$ cat config.mk
export PLATFORM = sky130hd
export DESIGN_NAME = bfq_ctrl
export DESIGN_NICKNAME = d
export VERILOG_FILES = /design/src/rtl/bfq_pkg.sv /design/src/rtl/bfq_ctrl.sv
export SDC_FILE = /design/constraint.sdc
export NUM_CORES = 1
export LEC_CHECK = 0
export BUFFER_PORTS_ARGS = -buffer_cell sky130_fd_sc_hd__buf_2
export CORE_AREA = 2 2 39 41
export CTS_CLUSTER_DIAMETER = 30
export DETAILED_ROUTE_END_ITERATION = 12
export DIE_AREA = 0 0 41 43
export GPL_TIMING_DRIVEN = 1
export SYNTH_ARGS = -nofsm -noshare
export SYNTH_HDL_FRONTEND = slang
export SYNTH_SLANG_ARGS = --single-unit
$ cat constraint.sdc
create_clock -name clk -period 1.9 [get_ports clk]
set_input_delay 0.285 -clock clk [delete_from_list [all_inputs] [get_ports clk]]
set_output_delay 0.285 -clock clk [all_outputs]
set_load 0.02 [all_outputs]
$ cat src/rtl/bfq_pkg.sv
// ----------------------------------------------------------------------------
// bfq_pkg
// Shared types and constants of the Bloom filter insert/query block.
// ----------------------------------------------------------------------------
package bfq_pkg;

    localparam int MAX_BITS    = 65536;
    localparam int MAX_HASHES  = 30;
    localparam int WORD_W      = 64;
    localparam int STORE_WORDS = (MAX_BITS + WORD_W - 1) / WORD_W;
    localparam int ADDR_W      = $clog2(STORE_WORDS);
    localparam int POS_W       = $clog2(MAX_BITS) + 1;
    localparam int K_W         = 5;

    localparam logic [63:0] FNV_BASIS   = 64'hCBF29CE484222325;
    localparam logic [8:0]  FNV_PRIME_LO = 9'h1B3;
    localparam logic [63:0] H2_FALLBACK = 64'h9E3779B97F4A7C15;

    typedef enum logic [1:0] {
        KIND_INSERT = 2'd0,
        KIND_QUERY  = 2'd1,
        KIND_CLEAR  = 2'd2,
        KIND_NONE   = 2'd3
    } kind_t;

    typedef enum logic {
        REG_NUM_HASHES  = 1'b0,
        REG_FILTER_BITS = 1'b1
    } reg_idx_t;

    typedef enum logic [3:0] {
        ST_SWEEP,
        ST_IDLE,
        ST_MOD_START,
        ST_MOD,
        ST_PROBE_INIT,
        ST_PROBE_RD,
        ST_PROBE_CHK,
        ST_DONE
    } state_t;

    typedef struct packed {
        logic  accept_byte;
        logic  hash_clear;
        logic  mod_start;
        logic  probe_init;
        logic  probe_read;
        logic  probe_check;
        logic  sweep_init;
        logic  sweep_write;
        logic  out_load;
        kind_t op_kind;
    } cmd_t;

    typedef struct packed {
        logic mod_done;
        logic sweep_end;
        logic probe_end;
        logic out_free;
    } status_t;

endpackage

$ cat src/rtl/bfq_ctrl.sv
// ----------------------------------------------------------------------------
// bfq_ctrl
// Operation sequencer: input handshake, store sweep, probe walk, result hand-off.
// ----------------------------------------------------------------------------
module bfq_ctrl (
    input  logic             clk,
    input  logic             rst_n,
    input  logic             s_tvalid,
    output logic             s_tready,
    input  logic [1:0]       s_tuser,
    input  logic             s_tlast,
    input  bfq_pkg::status_t status,
    output bfq_pkg::cmd_t    cmd
);
    import bfq_pkg::*;

    state_t state_reg, state_next;
    kind_t  kind_reg, kind_next;
    logic   report_reg, report_next;

    always_comb
    begin
        state_next  = state_reg;
        kind_next   = kind_reg;
        report_next = report_reg;
        cmd         = '0;
        cmd.op_kind = kind_reg;
        s_tready    = (state_reg == ST_IDLE);
        case (state_reg)
            ST_SWEEP:
            begin
                cmd.sweep_write = 1'b1;
                if (status.sweep_end)
                begin
                    state_next = report_reg ? ST_DONE : ST_IDLE;
                end
            end
            ST_IDLE:
            begin
                if (s_tvalid)
                begin
                    case (kind_t'(s_tuser))
                        KIND_INSERT, KIND_QUERY:
                        begin
                            cmd.accept_byte = 1'b1;
                            if (s_tlast)
                            begin
                                kind_next  = kind_t'(s_tuser);
                                state_next = ST_MOD_START;
                            end
                        end
                        KIND_CLEAR:
                        begin
                            cmd.hash_clear = 1'b1;
                            cmd.sweep_init = 1'b1;
                            kind_next      = KIND_CLEAR;
                            report_next    = 1'b1;
                            state_next     = ST_SWEEP;
                        end
                        default:
                        begin
                            state_next = ST_IDLE;
                        end
                    endcase
                end
            end
            ST_MOD_START:
            begin
                cmd.mod_start = 1'b1;
                state_next    = ST_MOD;
            end
            ST_MOD:
            begin
                if (status.mod_done)
                begin
                    state_next = ST_PROBE_INIT;
                end
            end
            ST_PROBE_INIT:
            begin
                cmd.probe_init = 1'b1;
                state_next     = ST_PROBE_RD;
            end
            ST_PROBE_RD:
            begin
                cmd.probe_read = 1'b1;
                state_next     = ST_PROBE_CHK;
            end
            ST_PROBE_CHK:
            begin
                cmd.probe_check = 1'b1;
                state_next      = status.probe_end ? ST_DONE : ST_PROBE_RD;
            end
            ST_DONE:
            begin
                if (status.out_free)
                begin
                    cmd.out_load = 1'b1;
                    state_next   = ST_IDLE;
                end
            end
            default:
            begin
                state_next = ST_IDLE;
            end
        endcase
    end

    always_ff @(posedge clk or negedge rst_n)
    begin
        if (!rst_n)
        begin
            state_reg  <= ST_SWEEP;
            kind_reg   <= KIND_CLEAR;
            report_reg <= 1'b0;
        end
        else
        begin
            state_reg  <= state_next;
            kind_reg   <= kind_next;
            report_reg <= report_next;
        end
    end

endmodule

==> out/metrics.csv <==
metric;value;unit
# rows;14;
DRC;0;
first-pass GRT wire length;1649;um
critical path type;flip-flop to output port;
Vias;483;
CTS tree;done;
setup slack after layout;0.1035;ns
Yosys cell types;27;
required time worst endpoint;1.62;ns
Hold Path Sink;state_reg[2];
CP arrival;1.51;ns
port bufs;21;
Mapped Nets;68;
RePlAce Congestion;0.8042;
Post-synth ARST share;100.0;%
worst slew pin tran;0.3639;ns
depth of the most critical reg-to-reg path;3;
Slew Viols, Final;0;
status;completed;
die height;43;um
critical path peak fanout;10;
CTS Buffer Depth;2;
DRT Wirelength;1049;um
Initial DRT Pass Iterations;4;
Reg clk slew, reported paths;0.05;ns
startpoint types;flip-flop;
NumNets Final;92;
Core Box Area;0.001384;mm^2
final-report hold violation count;0;
r2r endpoint;state_reg[1];
Leak;0.3007;nW
CTS Buf Count;3;
Root Driver;clkbuf_4;
unrepaired setup endpoints after global routing;false;
Largest register FFs;3;
WHS Path Cells;2;
highest routed layer;met4;
initial antenna violation count;0;
wl on met1;479;um
ant diodes;0;
vias in the first global route;412;
Ports;22;
Final Setup Violations;0;
P per Cell Area;1645;mW/mm^2
post-DR wirelength/cell;10.81;um
met2 WL post-DR;484;um
Worst Clk Skew;0.01002;ns
remaining antenna violation count;0;
Syn Inst Count;58;
CTS sink cnt;6;
Tmin final;1.796;ns
hold_sp;status[0];
Die Wd;41;um
DP Wirelength;822.3;um
f_max;556.6;MHz
max cap viols;0;
routed length on met3;60;um
Initial Util;34.45;%
sequential area share after synthesis;31.76;%
Worst setup EP type;output port;
Worst R2R Setup Slack;0.46;ns
Main synth FF type;dfrtp_1;
area grow syn2layout;28.35;%
Post-synth EDFFs;0;
Post-Syn Area;476.7;um^2
Max-slew headroom;75.74;%
share of cells above drive strength 1;39.51;%
FF-to-FF Start;state_reg[2];
Max IR drop VDD;0.7028;mV
initial drt markers;4;
GR Overflow Total;0;
Tcrit/Tclk final;94.55;%
flops & latches, synth;6;
Hold Crit Class;input port to flip-flop;
largest net degree at the start of global routing;17;
H-tree depth;1;
TNS Setup;0;ns
pre-CTS setup slack;0.3359;ns
Clock Latency Late Sink;0.25;ns
Synth Warn #;0;
synthesized area per cell;8.219;um^2
drt via density;4.979;
GR Util All Layers;14.14;%
die area;0.001763;mm^2
-- how the worst max path moves through the flow --
stage | from | endpoint | slack, ns
2_1_floorplan | state_reg[2] | cmd[9] | 0.35
6_report | state_reg[2] | cmd[9] | 0.10
4_1_cts | state_reg[0] | cmd[9] | 0.07
3_3_place_gp | state_reg[0] | cmd[4] | 0.36
5_1_grt | state_reg[2] | cmd[4] | 0.005
3_5_place_dp | state_reg[0] | cmd[9] | 0.34
-- placed cells by master (no fill, tap or decap), drive strengths merged --
cell | netlist | final
dfstp | 1 | 1
o2bb2a | 1 | 1
o31ai | 1 | 1
clkbuf | 0 | 4
a21oi | 5 | 5
inv | 3 | 3
nand3 | 4 | 4
nor3 | 3 | 3
nand4bb | 1 | 1
mux2i | 1 | 1
or2 | 1 | 1
nor2 | 11 | 11
nor2b | 2 | 2
dlygate4sd3 | 0 | 1
and2 | 1 | 1
o21ai | 2 | 2
nor3b | 1 | 1
nand2 | 6 | 6
o22ai | 1 | 1
and3 | 1 | 1
dfrtp | 5 | 5
nor4bb | 1 | 1
a211oi | 1 | 1
o221ai | 1 | 1
buf | 4 | 22
-- final cells by class --
class                           count  area [um^2]
Sequential cell                     6        152.6
Inverter                            3        11.26
Timing Repair Buffer               23        122.6
Clock buffer                        4        26.28
Multi-Input combinational cell     45        279.0
Fill cell                         149        772.0
Tap cell                           16        20.02
-- critical path, stage by stage, from the launching register on --
cell       delay [ns]
dfrtp_1          0.50
nand4bb_1        0.28
nor2_1           0.15
and2_1           0.16
buf_2            0.17
-- synth_stat cells, types with 2 or more instances --
master    n  area share [%]
a21oi_1   4             4.2
buf_6     2             4.7
dfrtp_1   5              26
inv_1     2             1.6
nand2_1   6             4.7
nand3_1   4             4.2
nor2_1   11             8.7
nor2b_1   2             2.6
nor3_1    3             3.1
o21ai_1   2             2.1
-- through the flow --
| stage | power, mW | area [um^2] | hold WS, ns | utilization, % | std cells |
|---|---|---|---|---|---|
| after floorplan | 0.7698 | 476.7 | -0.01059 | - | 58 |
| after global placement | 0.8810 | 574.3 | 0.1152 | 41.50 | 92 |
| after detailed placement | 0.8821 | 574.3 | 0.1135 | 41.50 | 92 |
| after CTS | 1.014 | 610.6 | 0.2809 | 44.12 | 97 |
| after global routing | 1.095 | 611.8 | 0.2812 | 44.21 | 97 |
| final | 1.007 | 611.8 | 0.2911 | 44.21 | 97 |
-- logic make-up (layout without fill, tap and decap cells) --
| kind of cell | count (synthesis) | in the layout | synth area share, % |
|---|---|---|---|
| simple gates | 32 | 32 | 36.48 |
| compound gates | 12 | 12 | 19.95 |
| mux | 1 | 1 | 2.100 |
| buf+inv | 7 | 30 | 9.710 |
| flops | 6 | 6 | 31.76 |
-- report_power, final --
group | total, mW | leakage (nW) | internal (mW) | switching (mW)
logic | 0.597 | 0.218 | 0.258 | 0.339
registers | 0.286 | 0.0675 | 0.190 | 0.0959
clock network | 0.124 | 0.0150 | 0.0794 | 0.0446
total | 1.01 | 0.301 | 0.527 | 0.480
-- layer usage --
metal	up-vias	GRT usage, %
met3	4	6.283
met5	-	0
met2	13	20.00
met4	0	6.000
met1	216	18.03
li1	250	-
-- what timing repair did --
item | in CTS | in global routing
buffers inserted | 0 | 0
endpoints found under the setup margin | 0 | 2
resized for setup | 0 | 1
endpoints found under the hold margin | 5 | 0
hold buffers | 1 | 0
Power figures use the tool's default switching activity.
